==> config.mk <==
export PLATFORM = sky130hd
export DESIGN_NAME = spi_transaction_sequencer_flat
export DESIGN_NICKNAME = d
export VERILOG_FILES = /design/src/spi_ts_pkg.sv /design/src/spi_ts_if.sv /design/src/spi_transaction_sequencer.sv /design/src/spi_ts_front.sv /design/src/spi_ts_fifo.sv /design/src/spi_ts_back.sv /design/src/flat_wrapper.sv
export SDC_FILE = /design/constraint.sdc
export NUM_CORES = 1
export LEC_CHECK = 0
export ABC_AREA = 1
export BUFFER_PORTS_ARGS = -buffer_cell sky130_fd_sc_hd__buf_2
export CAP_MARGIN = 20
export CORE_AREA = 8 8 275 277
export DETAILED_ROUTE_END_ITERATION = 16
export DIE_AREA = 0 0 283 285
export GPL_TIMING_DRIVEN = 0
export HOLD_SLACK_MARGIN = 0.15
export SLEW_MARGIN = 40
export SYNTH_ARGS = -nofsm -noshare
export SYNTH_HDL_FRONTEND = slang
export SYNTH_SLANG_ARGS = --single-unit
==> constraint.sdc <==
create_clock -name clk -period 6.25 [get_ports clk]
set_input_delay 0.625 -clock clk [delete_from_list [all_inputs] [get_ports clk]]
set_output_delay 0.625 -clock clk [all_outputs]
set_load 0.005 [all_outputs]
==> src/spi_ts_pkg.sv <==
// Shared types, constants and helpers for the SPI transaction sequencer.
// No dependencies; compiled first.
`default_nettype none

package spi_ts_pkg;

  localparam int QUEUE_DEPTH_DEF = 4;

  localparam logic REQ_START = 1'b0;
  localparam logic REQ_XCHG  = 1'b1;

  localparam int SLOT_W = 17;

  // Classified request as it sits in the queue between front and back
  typedef struct packed {
    logic              req_type;
    logic [15:0]       tx_len;
    logic [15:0]       rx_len;
    logic [SLOT_W-1:0] slots;
    logic              bit_reversed;
    logic              invert_cs;
    logic              skip_cs_assert;
    logic              skip_cs_deassert;
    logic [7:0]        prescale_request;
    logic [15:0]       cs_select;
    logic [7:0]        tx_byte;
    logic [7:0]        miso_byte;
  } cmd_t;

  typedef struct packed {
    logic        mosi_valid;
    logic [7:0]  mosi_byte;
    logic        rx_valid;
    logic [7:0]  rx_byte;
    logic        cs_drive;
    logic        cs_level;
    logic [15:0] cs_line;
    logic [7:0]  clock_prescale;
    logic        done_res;
    logic        idle_error;
    logic        last;
  } res_t;

  function automatic logic [7:0] rev8(input logic [7:0] b);
    logic [7:0] r;
    for (int i = 0; i < 8; i++) begin
      r[7-i] = b[i];
    end
    return r;
  endfunction

endpackage

`default_nettype wire

==> src/spi_ts_if.sv <==
// Valid/ready channel interfaces for requests and results.
// Depends on nothing; payload widths are fixed.
`default_nettype none

interface spi_ts_req_if;
  logic        valid;
  logic        ready;
  logic        req_type;
  logic [15:0] tx_len;
  logic [15:0] rx_len;
  logic        skip_tx;
  logic        bit_reversed;
  logic        invert_cs;
  logic        skip_cs_assert;
  logic        skip_cs_deassert;
  logic [7:0]  prescale_request;
  logic [15:0] cs_select;
  logic [7:0]  tx_byte;
  logic [7:0]  miso_byte;

  modport source (
    output valid, req_type, tx_len, rx_len, skip_tx, bit_reversed, invert_cs,
           skip_cs_assert, skip_cs_deassert, prescale_request, cs_select,
           tx_byte, miso_byte,
    input  ready
  );
  modport sink (
    input  valid, req_type, tx_len, rx_len, skip_tx, bit_reversed, invert_cs,
           skip_cs_assert, skip_cs_deassert, prescale_request, cs_select,
           tx_byte, miso_byte,
    output ready
  );
endinterface

interface spi_ts_rsp_if;
  logic        valid;
  logic        ready;
  logic        mosi_valid;
  logic [7:0]  mosi_byte;
  logic        rx_valid;
  logic [7:0]  rx_byte;
  logic        cs_drive;
  logic        cs_level;
  logic [15:0] cs_line;
  logic [7:0]  clock_prescale;
  logic        done_res;
  logic        idle_error;
  logic        last;

  modport source (
    output valid, mosi_valid, mosi_byte, rx_valid, rx_byte, cs_drive, cs_level,
           cs_line, clock_prescale, done_res, idle_error, last,
    input  ready
  );
  modport sink (
    input  valid, mosi_valid, mosi_byte, rx_valid, rx_byte, cs_drive, cs_level,
           cs_line, clock_prescale, done_res, idle_error, last,
    output ready
  );
endinterface

`default_nettype wire

==> src/spi_transaction_sequencer.sv <==
// SPI transaction sequencer top level: front end, request queue, sequencer core.
// Throughput: one request per cycle while the result side is ready; a start with zero
// slots yields two results and holds the core until both are produced.
// Reset (synchronous, rst high) empties the queue, drops any transaction and
// clears all held state; no result is pending afterwards.
`default_nettype none

module spi_transaction_sequencer
  import spi_ts_pkg::*;
#(
  parameter int QUEUE_DEPTH = QUEUE_DEPTH_DEF
) (
  input logic clk,
  input logic rst,
  spi_ts_req_if.sink   req,
  spi_ts_rsp_if.source rsp
);

  logic q_full;
  logic q_push;
  cmd_t q_in;
  logic q_pop;
  cmd_t q_head;
  logic q_empty;

  spi_ts_front u_front (
    .req    (req),
    .q_full (q_full),
    .q_push (q_push),
    .q_data (q_in)
  );

  spi_ts_fifo #(
    .DEPTH (QUEUE_DEPTH)
  ) u_fifo (
    .clk   (clk),
    .rst   (rst),
    .push  (q_push),
    .din   (q_in),
    .full  (q_full),
    .pop   (q_pop),
    .dout  (q_head),
    .empty (q_empty)
  );

  spi_ts_back u_back (
    .clk   (clk),
    .rst   (rst),
    .head  (q_head),
    .empty (q_empty),
    .pop   (q_pop),
    .rsp   (rsp)
  );

endmodule

`default_nettype wire

==> src/spi_ts_front.sv <==
// Request front end: accepts requests, works out the slot count, pushes to the queue.
// Depends on spi_ts_pkg and spi_ts_req_if.
`default_nettype none

module spi_ts_front
  import spi_ts_pkg::*;
(
  spi_ts_req_if.sink req,
  input  logic       q_full,
  output logic       q_push,
  output cmd_t       q_data
);

  logic [SLOT_W-1:0] sum_len;
  logic [SLOT_W-1:0] max_len;

  assign sum_len = {1'b0, req.tx_len} + {1'b0, req.rx_len};
  assign max_len = (req.tx_len >= req.rx_len) ? {1'b0, req.tx_len} : {1'b0, req.rx_len};

  assign req.ready = !q_full;
  assign q_push    = req.valid && !q_full;

  always_comb begin
    q_data.req_type         = req.req_type;
    q_data.tx_len           = req.tx_len;
    q_data.rx_len           = req.rx_len;
    q_data.slots            = req.skip_tx ? sum_len : max_len;
    q_data.bit_reversed     = req.bit_reversed;
    q_data.invert_cs        = req.invert_cs;
    q_data.skip_cs_assert   = req.skip_cs_assert;
    q_data.skip_cs_deassert = req.skip_cs_deassert;
    q_data.prescale_request = req.prescale_request;
    q_data.cs_select        = req.cs_select;
    q_data.tx_byte          = req.tx_byte;
    q_data.miso_byte        = req.miso_byte;
  end

endmodule

`default_nettype wire

==> src/spi_ts_fifo.sv <==
// Short request queue between front end and sequencer core.
// Depends on spi_ts_pkg.
`default_nettype none

module spi_ts_fifo
  import spi_ts_pkg::*;
#(
  parameter int DEPTH = QUEUE_DEPTH_DEF
) (
  input  logic clk,
  input  logic rst,
  input  logic push,
  input  cmd_t din,
  output logic full,
  input  logic pop,
  output cmd_t dout,
  output logic empty
);

  localparam int PW = (DEPTH > 1) ? $clog2(DEPTH) : 1;
  localparam int CW = $clog2(DEPTH + 1);

  cmd_t          mem [DEPTH];
  logic [PW-1:0] wr_ptr;
  logic [PW-1:0] rd_ptr;
  logic [CW-1:0] count;
  logic          do_push;
  logic          do_pop;

  assign full    = (count == CW'(DEPTH));
  assign empty   = (count == '0);
  assign do_push = push && !full;
  assign do_pop  = pop && !empty;
  assign dout    = mem[rd_ptr];

  always_ff @(posedge clk) begin
    if (do_push) begin
      mem[wr_ptr] <= din;
    end
  end

  always_ff @(posedge clk) begin
    if (rst) begin
      wr_ptr <= '0;
      rd_ptr <= '0;
      count  <= '0;
    end else begin
      if (do_push) begin
        wr_ptr <= (wr_ptr == PW'(DEPTH - 1)) ? '0 : wr_ptr + 1'b1;
      end
      if (do_pop) begin
        rd_ptr <= (rd_ptr == PW'(DEPTH - 1)) ? '0 : rd_ptr + 1'b1;
      end
      if (do_push && !do_pop) begin
        count <= count + 1'b1;
      end else if (do_pop && !do_push) begin
        count <= count - 1'b1;
      end
    end
  end

endmodule

`default_nettype wire

==> src/spi_ts_back.sv <==
// Sequencer core: holds transaction state, executes queued requests, registers results.
// Depends on spi_ts_pkg and spi_ts_rsp_if.
`default_nettype none

module spi_ts_back
  import spi_ts_pkg::*;
(
  input  logic clk,
  input  logic rst,
  input  cmd_t head,
  input  logic empty,
  output logic pop,
  spi_ts_rsp_if.source rsp
);

  localparam logic PH_RUN   = 1'b0;
  localparam logic PH_DONE2 = 1'b1;

  logic              phase, phase_next;
  logic              active, active_next;
  logic [SLOT_W-1:0] slots_left, slots_left_next;
  logic [15:0]       tx_left, tx_left_next;
  logic [15:0]       rx_left, rx_left_next;
  logic              held_reverse, held_reverse_next;
  logic              held_invert, held_invert_next;
  logic              held_skip_deassert, held_skip_deassert_next;
  logic [15:0]       held_cs_select, held_cs_select_next;
  logic [7:0]        held_prescale, held_prescale_next;

  logic              out_valid;
  res_t              out_res;
  res_t              res;
  logic              load;
  logic              work;
  logic [SLOT_W-1:0] slots_dec;
  logic [7:0]        tx_sel;
  logic [7:0]        rx_sel;

  assign load      = !out_valid || rsp.ready;
  assign work      = load && !empty;
  assign slots_dec = slots_left - 1'b1;
  assign tx_sel    = held_reverse ? rev8(head.tx_byte) : head.tx_byte;
  assign rx_sel    = held_reverse ? rev8(head.miso_byte) : head.miso_byte;

  always_comb begin
    phase_next              = phase;
    active_next             = active;
    slots_left_next         = slots_left;
    tx_left_next            = tx_left;
    rx_left_next            = rx_left;
    held_reverse_next       = held_reverse;
    held_invert_next        = held_invert;
    held_skip_deassert_next = held_skip_deassert;
    held_cs_select_next     = held_cs_select;
    held_prescale_next      = held_prescale;
    pop                     = 1'b0;
    res                     = '0;
    res.cs_line             = held_cs_select;
    res.clock_prescale      = held_prescale;
    if (work) begin
      if (phase == PH_DONE2) begin
        res.done_res = 1'b1;
        res.cs_drive = !held_skip_deassert;
        res.cs_level = !held_invert && !held_skip_deassert;
        res.last     = 1'b1;
        pop          = 1'b1;
        phase_next   = PH_RUN;
      end else if (head.req_type == REQ_START) begin
        held_reverse_next       = head.bit_reversed;
        held_invert_next        = head.invert_cs;
        held_skip_deassert_next = head.skip_cs_deassert;
        held_cs_select_next     = head.cs_select;
        held_prescale_next      = head.prescale_request;
        tx_left_next            = head.tx_len;
        rx_left_next            = head.rx_len;
        slots_left_next         = head.slots;
        res.cs_line             = head.cs_select;
        res.clock_prescale      = head.prescale_request;
        res.cs_drive            = !head.skip_cs_assert;
        res.cs_level            = head.invert_cs && !head.skip_cs_assert;
        if (head.slots != '0) begin
          active_next = 1'b1;
          res.last    = 1'b1;
          pop         = 1'b1;
        end else begin
          active_next = 1'b0;
          phase_next  = PH_DONE2;
        end
      end else if (!active) begin
        res.idle_error = 1'b1;
        res.last       = 1'b1;
        pop            = 1'b1;
      end else begin
        res.mosi_valid  = 1'b1;
        res.last        = 1'b1;
        pop             = 1'b1;
        slots_left_next = slots_dec;
        if (tx_left != '0) begin
          tx_left_next  = tx_left - 1'b1;
          res.mosi_byte = tx_sel;
        end
        if ((rx_left != '0) && (slots_dec < {1'b0, rx_left})) begin
          rx_left_next = rx_left - 1'b1;
          res.rx_valid = 1'b1;
          res.rx_byte  = rx_sel;
        end
        if (slots_dec == '0) begin
          active_next  = 1'b0;
          res.done_res = 1'b1;
          res.cs_drive = !held_skip_deassert;
          res.cs_level = !held_invert && !held_skip_deassert;
        end
      end
    end
  end

  always_ff @(posedge clk) begin
    if (rst) begin
      phase              <= PH_RUN;
      active             <= 1'b0;
      slots_left         <= '0;
      tx_left            <= '0;
      rx_left            <= '0;
      held_reverse       <= 1'b0;
      held_invert        <= 1'b0;
      held_skip_deassert <= 1'b0;
      held_cs_select     <= '0;
      held_prescale      <= '0;
      out_valid          <= 1'b0;
    end else begin
      phase              <= phase_next;
      active             <= active_next;
      slots_left         <= slots_left_next;
      tx_left            <= tx_left_next;
      rx_left            <= rx_left_next;
      held_reverse       <= held_reverse_next;
      held_invert        <= held_invert_next;
      held_skip_deassert <= held_skip_deassert_next;
      held_cs_select     <= held_cs_select_next;
      held_prescale      <= held_prescale_next;
      if (load) begin
        out_valid <= !empty;
      end
    end
  end

  always_ff @(posedge clk) begin
    if (work) begin
      out_res <= res;
    end
  end

  assign rsp.valid          = out_valid;
  assign rsp.mosi_valid     = out_res.mosi_valid;
  assign rsp.mosi_byte      = out_res.mosi_byte;
  assign rsp.rx_valid       = out_res.rx_valid;
  assign rsp.rx_byte        = out_res.rx_byte;
  assign rsp.cs_drive       = out_res.cs_drive;
  assign rsp.cs_level       = out_res.cs_level;
  assign rsp.cs_line        = out_res.cs_line;
  assign rsp.clock_prescale = out_res.clock_prescale;
  assign rsp.done_res       = out_res.done_res;
  assign rsp.idle_error     = out_res.idle_error;
  assign rsp.last           = out_res.last;

endmodule

`default_nettype wire

==> src/flat_wrapper.sv <==
// flat-port wrapper written by rule: the top's interface ports become plain ports
module spi_transaction_sequencer_flat import spi_ts_pkg::*;
#(
  parameter int QUEUE_DEPTH = QUEUE_DEPTH_DEF
)
  (clk, rst, req_valid, req_req_type, req_tx_len, req_rx_len, req_skip_tx, req_bit_reversed, req_invert_cs, req_skip_cs_assert, req_skip_cs_deassert, req_prescale_request, req_cs_select, req_tx_byte, req_miso_byte, req_ready, rsp_valid, rsp_mosi_valid, rsp_mosi_byte, rsp_rx_valid, rsp_rx_byte, rsp_cs_drive, rsp_cs_level, rsp_cs_line, rsp_clock_prescale, rsp_done_res, rsp_idle_error, rsp_last, rsp_ready);
  spi_ts_req_if req_i ();
  spi_ts_rsp_if rsp_i ();
  input logic clk;
  input logic rst;
  input wire logic [$bits(req_i.valid)-1:0] req_valid;
  input wire logic [$bits(req_i.req_type)-1:0] req_req_type;
  input wire logic [$bits(req_i.tx_len)-1:0] req_tx_len;
  input wire logic [$bits(req_i.rx_len)-1:0] req_rx_len;
  input wire logic [$bits(req_i.skip_tx)-1:0] req_skip_tx;
  input wire logic [$bits(req_i.bit_reversed)-1:0] req_bit_reversed;
  input wire logic [$bits(req_i.invert_cs)-1:0] req_invert_cs;
  input wire logic [$bits(req_i.skip_cs_assert)-1:0] req_skip_cs_assert;
  input wire logic [$bits(req_i.skip_cs_deassert)-1:0] req_skip_cs_deassert;
  input wire logic [$bits(req_i.prescale_request)-1:0] req_prescale_request;
  input wire logic [$bits(req_i.cs_select)-1:0] req_cs_select;
  input wire logic [$bits(req_i.tx_byte)-1:0] req_tx_byte;
  input wire logic [$bits(req_i.miso_byte)-1:0] req_miso_byte;
  output wire logic [$bits(req_i.ready)-1:0] req_ready;
  output wire logic [$bits(rsp_i.valid)-1:0] rsp_valid;
  output wire logic [$bits(rsp_i.mosi_valid)-1:0] rsp_mosi_valid;
  output wire logic [$bits(rsp_i.mosi_byte)-1:0] rsp_mosi_byte;
  output wire logic [$bits(rsp_i.rx_valid)-1:0] rsp_rx_valid;
  output wire logic [$bits(rsp_i.rx_byte)-1:0] rsp_rx_byte;
  output wire logic [$bits(rsp_i.cs_drive)-1:0] rsp_cs_drive;
  output wire logic [$bits(rsp_i.cs_level)-1:0] rsp_cs_level;
  output wire logic [$bits(rsp_i.cs_line)-1:0] rsp_cs_line;
  output wire logic [$bits(rsp_i.clock_prescale)-1:0] rsp_clock_prescale;
  output wire logic [$bits(rsp_i.done_res)-1:0] rsp_done_res;
  output wire logic [$bits(rsp_i.idle_error)-1:0] rsp_idle_error;
  output wire logic [$bits(rsp_i.last)-1:0] rsp_last;
  input wire logic [$bits(rsp_i.ready)-1:0] rsp_ready;
  assign req_i.valid = req_valid;
  assign req_i.req_type = req_req_type;
  assign req_i.tx_len = req_tx_len;
  assign req_i.rx_len = req_rx_len;
  assign req_i.skip_tx = req_skip_tx;
  assign req_i.bit_reversed = req_bit_reversed;
  assign req_i.invert_cs = req_invert_cs;
  assign req_i.skip_cs_assert = req_skip_cs_assert;
  assign req_i.skip_cs_deassert = req_skip_cs_deassert;
  assign req_i.prescale_request = req_prescale_request;
  assign req_i.cs_select = req_cs_select;
  assign req_i.tx_byte = req_tx_byte;
  assign req_i.miso_byte = req_miso_byte;
  assign req_ready = req_i.ready;
  assign rsp_valid = rsp_i.valid;
  assign rsp_mosi_valid = rsp_i.mosi_valid;
  assign rsp_mosi_byte = rsp_i.mosi_byte;
  assign rsp_rx_valid = rsp_i.rx_valid;
  assign rsp_rx_byte = rsp_i.rx_byte;
  assign rsp_cs_drive = rsp_i.cs_drive;
  assign rsp_cs_level = rsp_i.cs_level;
  assign rsp_cs_line = rsp_i.cs_line;
  assign rsp_clock_prescale = rsp_i.clock_prescale;
  assign rsp_done_res = rsp_i.done_res;
  assign rsp_idle_error = rsp_i.idle_error;
  assign rsp_last = rsp_i.last;
  assign rsp_i.ready = rsp_ready;
  spi_transaction_sequencer #(.QUEUE_DEPTH(QUEUE_DEPTH)) u_core (.clk(clk), .rst(rst), .req(req_i), .rsp(rsp_i));
endmodule
==> flow_metrics.env <==
export IMPL_drt_wl_total_um=67300
export IMPL_peakVddDrop_v=0.000240
export IMPL_grt_max_degree=18
export IMPL_grt_pass1_wl_um=100000
export IMPL_htreeDepth=2
export IMPL_max_slew_worst_pin_slew_ns=0.888
export IMPL_finalNetCount=2507
export IMPL_syn_nets=2293
export IMPL_num_rows=98
export IMPL_critPathLaunchType="flop"
export IMPL_numClockSinks=511
export IMPL_synthTopCellsByArea="edfxtp_1 56%, dfxtp_1 7.8%, o21ai_0 6.6%"
export IMPL_power_switching_mw=5.23
export IMPL_finish_utilization_pct=37.8
export IMPL_status="finished clean"
export IMPL_max_cap_viol_count=0
export IMPL_grt_pass1_vias=16400
export IMPL_p_seq_share_pct=35.5
export IMPL_finalMaxSlewViolations=0
export IMPL_ys_seq_area_share_pct=64.0
export IMPL_cts_resized=0
export IMPL_p_total_mw=13.1
export IMPL_cp_required_ns=6.73
export IMPL_ys_warnings_count=0
export IMPL_crit_fanout=10
export IMPL_antenna_left=0
export IMPL_place_inst=3262
export IMPL_grt_use_total_pct=15.9
export IMPL_antenna_found_initial=2
export IMPL_pwr_share_clk_pct=23.8
export IMPL_core_um2=71000
export IMPL_ios=131
export IMPL_max_freq_mhz=293
export IMPL_critPathArrivalTime_ns=3.89
export IMPL_leakagePower_nw=10.1
export IMPL_finalSetupViolCount=0
export IMPL_worstHoldPathType="in2reg"
export IMPL_swShare_pct=39.9
export IMPL_synth_top_area_share_pct=56.2
export IMPL_timing_slew_headroom_pct=40.8
export IMPL_die_w_um=283
export IMPL_firstDrtPassIters=6
export IMPL_post_cts_buffers=0
export IMPL_fin_crit_ns=3.41
export IMPL_worstSetupPathType="reg2reg"
export IMPL_area_growth_pct=18.7
export IMPL_dieArea_um2=80700
export IMPL_ys_seq_elements=511
export IMPL_synth_edf_count=423
export IMPL_finalHoldViolCount=0
export IMPL_end_kind="flop"
export IMPL_syn_area_um2=22600
export IMPL_skew_ns=0.0181
export IMPL_hold_buffers=0
export IMPL_synth_distinct_cells=51
export IMPL_drc=0
export IMPL_synth_top_cell_by_area="edfxtp_1"
export IMPL_intPower_mw=7.88
export IMPL_clock_path_buffers=3
export IMPL_drtIter0Drc=1555
export IMPL_min_period_over_period_pct=54.6
export IMPL_synth_flop_cell="edfxtp_1"
export IMPL_cts_tree="done"
export IMPL_cts_root_buf="clkbuf_16"
export IMPL_globalplace_congestion=0.895
export IMPL_synthCells=2152
export IMPL_post_drt_wl_per_cell_um=20.0
export IMPL_num_vias=17000
export IMPL_numPortBuffers=130
export IMPL_routed_via_density=5.06
export IMPL_combPwrFrac_pct=40.7
export IMPL_cts_buffers=52
export IMPL_insertion_delay_ns=0.61
export IMPL_path_clk_slew_ns=0.06
export IMPL_synthArstFlopShare_pct=0
export IMPL_layout_cells_non_filler=3361
export IMPL_power_density_nw_per_um2=489
export IMPL_rsz0062_at_grt="no"
export IMPL_fp_dieH_um=285
export IMPL_avgSynthCellArea_um2=10.5
export IMPL_dp_hpwl_um=49500
export IMPL_start_util_pct=31.8
export IMPL_drive_gt1_share_pct=12.3
export IMPL_grt_ovfl_total=0
cell type report:
type | count | area, µm²
Timing Repair Buffer | 160 | 1300
Fill cell | 6879 | 44200
Inverter | 178 | 668
Clock buffer | 73 | 1440
Clock inverter | 25 | 251
Tap cell | 950 | 1190
Multi-Input combinational cell | 1354 | 7050
Buffer | 109 | 463
Antenna cell | 1 | 2.50
Sequential cell | 511 | 14500
cell families after synthesis:
kind of cell	synth area share, %
XOR/XNOR	0.968
flip-flops	64.0
adder cells (fa/ha/maj)	3.33
multiplexers	0.398
AND/OR/NAND/NOR	12.1
AO/OA/AOI/OAI	14.2
buffers and inverters	5.00
path summary, 6_finish.rpt:
kind                        startpoint                   endpoint  slack, ns  depth (start not counted)
min                 req_skip_cs_assert   u_core.u_fifo.mem[3][41]       0.24                          1
max                               flop     u_core.u_fifo.count[2]       2.84                         18
min reg2reg  u_core.u_back.held_invert  u_core.u_back.held_invert       0.46                          2
max reg2reg                       flop     u_core.u_fifo.count[2]       2.84                         18
stage by stage:
| step | area, µm² | hold slack (ns) | setup WS, ns | TNS [ns] |
|---|---|---|---|---|
| 6_report | 26800 | 0.238 | 2.84 | 0 |
| 5_1_grt | 26800 | 0.224 | 2.54 | 0 |
| 4_1_cts | 26800 | 0.209 | 2.85 | 0 |
| 3_5_place_dp | 25100 | 0.449 | 2.70 | 0 |
| 3_3_place_gp | 24400 | 0.447 | -2.91 | -1058.35 |
| 2_1_floorplan | 22600 | 0.430 | 0.989 | 0 |
cell usage after synthesis (13+ instances only):
library cell / number
edfxtp_1: 423
nor2_1: 358
o21ai_0: 298
nand2_1: 243
inv_1: 175
a21oi_1: 138
dfxtp_1: 88
clkbuf_1: 72
o22ai_1: 59
ha_1: 57
nand3_1: 40
buf_2: 31
xor2_1: 19
a31oi_1: 14
nand4_1: 13
nor3_1: 13
critical path, stage by stage (launching register included):
cell and delay (ns):
dfxtp_1 0.49, inv_1 0.10, buf_2 0.20, buf_2 0.21, o21ai_0 0.11, o22a_1 0.29
nand2_1 0.08, nor2_1 0.08, nand3_1 0.09, nor2_1 0.28, nand2_1 0.17, nand2_2 0.12
ha_1 0.14, inv_1 0.06, fa_1 0.37, a21oi_1 0.14, o21ai_0 0.11, o21ai_0 0.17
a21oi_1 0.06
power groups by stage:
stage | clock network (mW) | registers [mW] | logic (mW)
after detailed placement | 0 | 4.72 | 5.30
final | 3.12 | 4.66 | 5.34
after global routing | 3.28 | 4.71 | 5.91
after global placement | 0 | 4.80 | 5.04
after CTS | 3.16 | 4.65 | 5.33
after floorplan | 0 | 4.72 | 3.31
sequential cells by signal (all words and copies together), names as in the netlist, 2 cells and up, named ones only:
register and count:
u_core.u_back.slots_left 17, u_core.u_back.rx_left 16, u_core.u_back.held_cs_select 16, u_core.u_back.rsp.rx_byte 8, u_core.u_fifo.wr_ptr 2, u_core.u_back.rsp.mosi_byte 8, u_core.u_back.tx_left 16, u_core.u_fifo.mem 376
u_core.u_back.rsp.clock_prescale 8, u_core.u_back.rsp.cs_line 16, u_core.u_back.held_prescale 8, u_core.u_fifo.count 3, u_core.u_fifo.rd_ptr 2
placed cells by master (no fill, tap or decap), types with 57 or more instances in the layout:
| cell type | netlist | routed |
|---|---|---|
| a21oi_1 | 138 | 138 |
| buf_2 | 31 | 161 |
| clkbuf_1 | 72 | 88 |
| dfxtp_1 | 88 | 88 |
| edfxtp_1 | 423 | 423 |
| ha_1 | 57 | 57 |
| inv_1 | 175 | 175 |
| nand2_1 | 243 | 243 |
| nor2_1 | 358 | 354 |
| o21ai_0 | 298 | 297 |
| o22ai_1 | 59 | 59 |
routing by layer:
layer  up-vias  GRT usage [%]  wire (µm)
met5         -              0          0
met1      8279           21.6      30000
met3       117           2.30       4310
met2       629           26.1      31100
met4         0           5.25       1950
li1       7982              -          -
No activity file was read; power rests on OpenSTA's default activity.
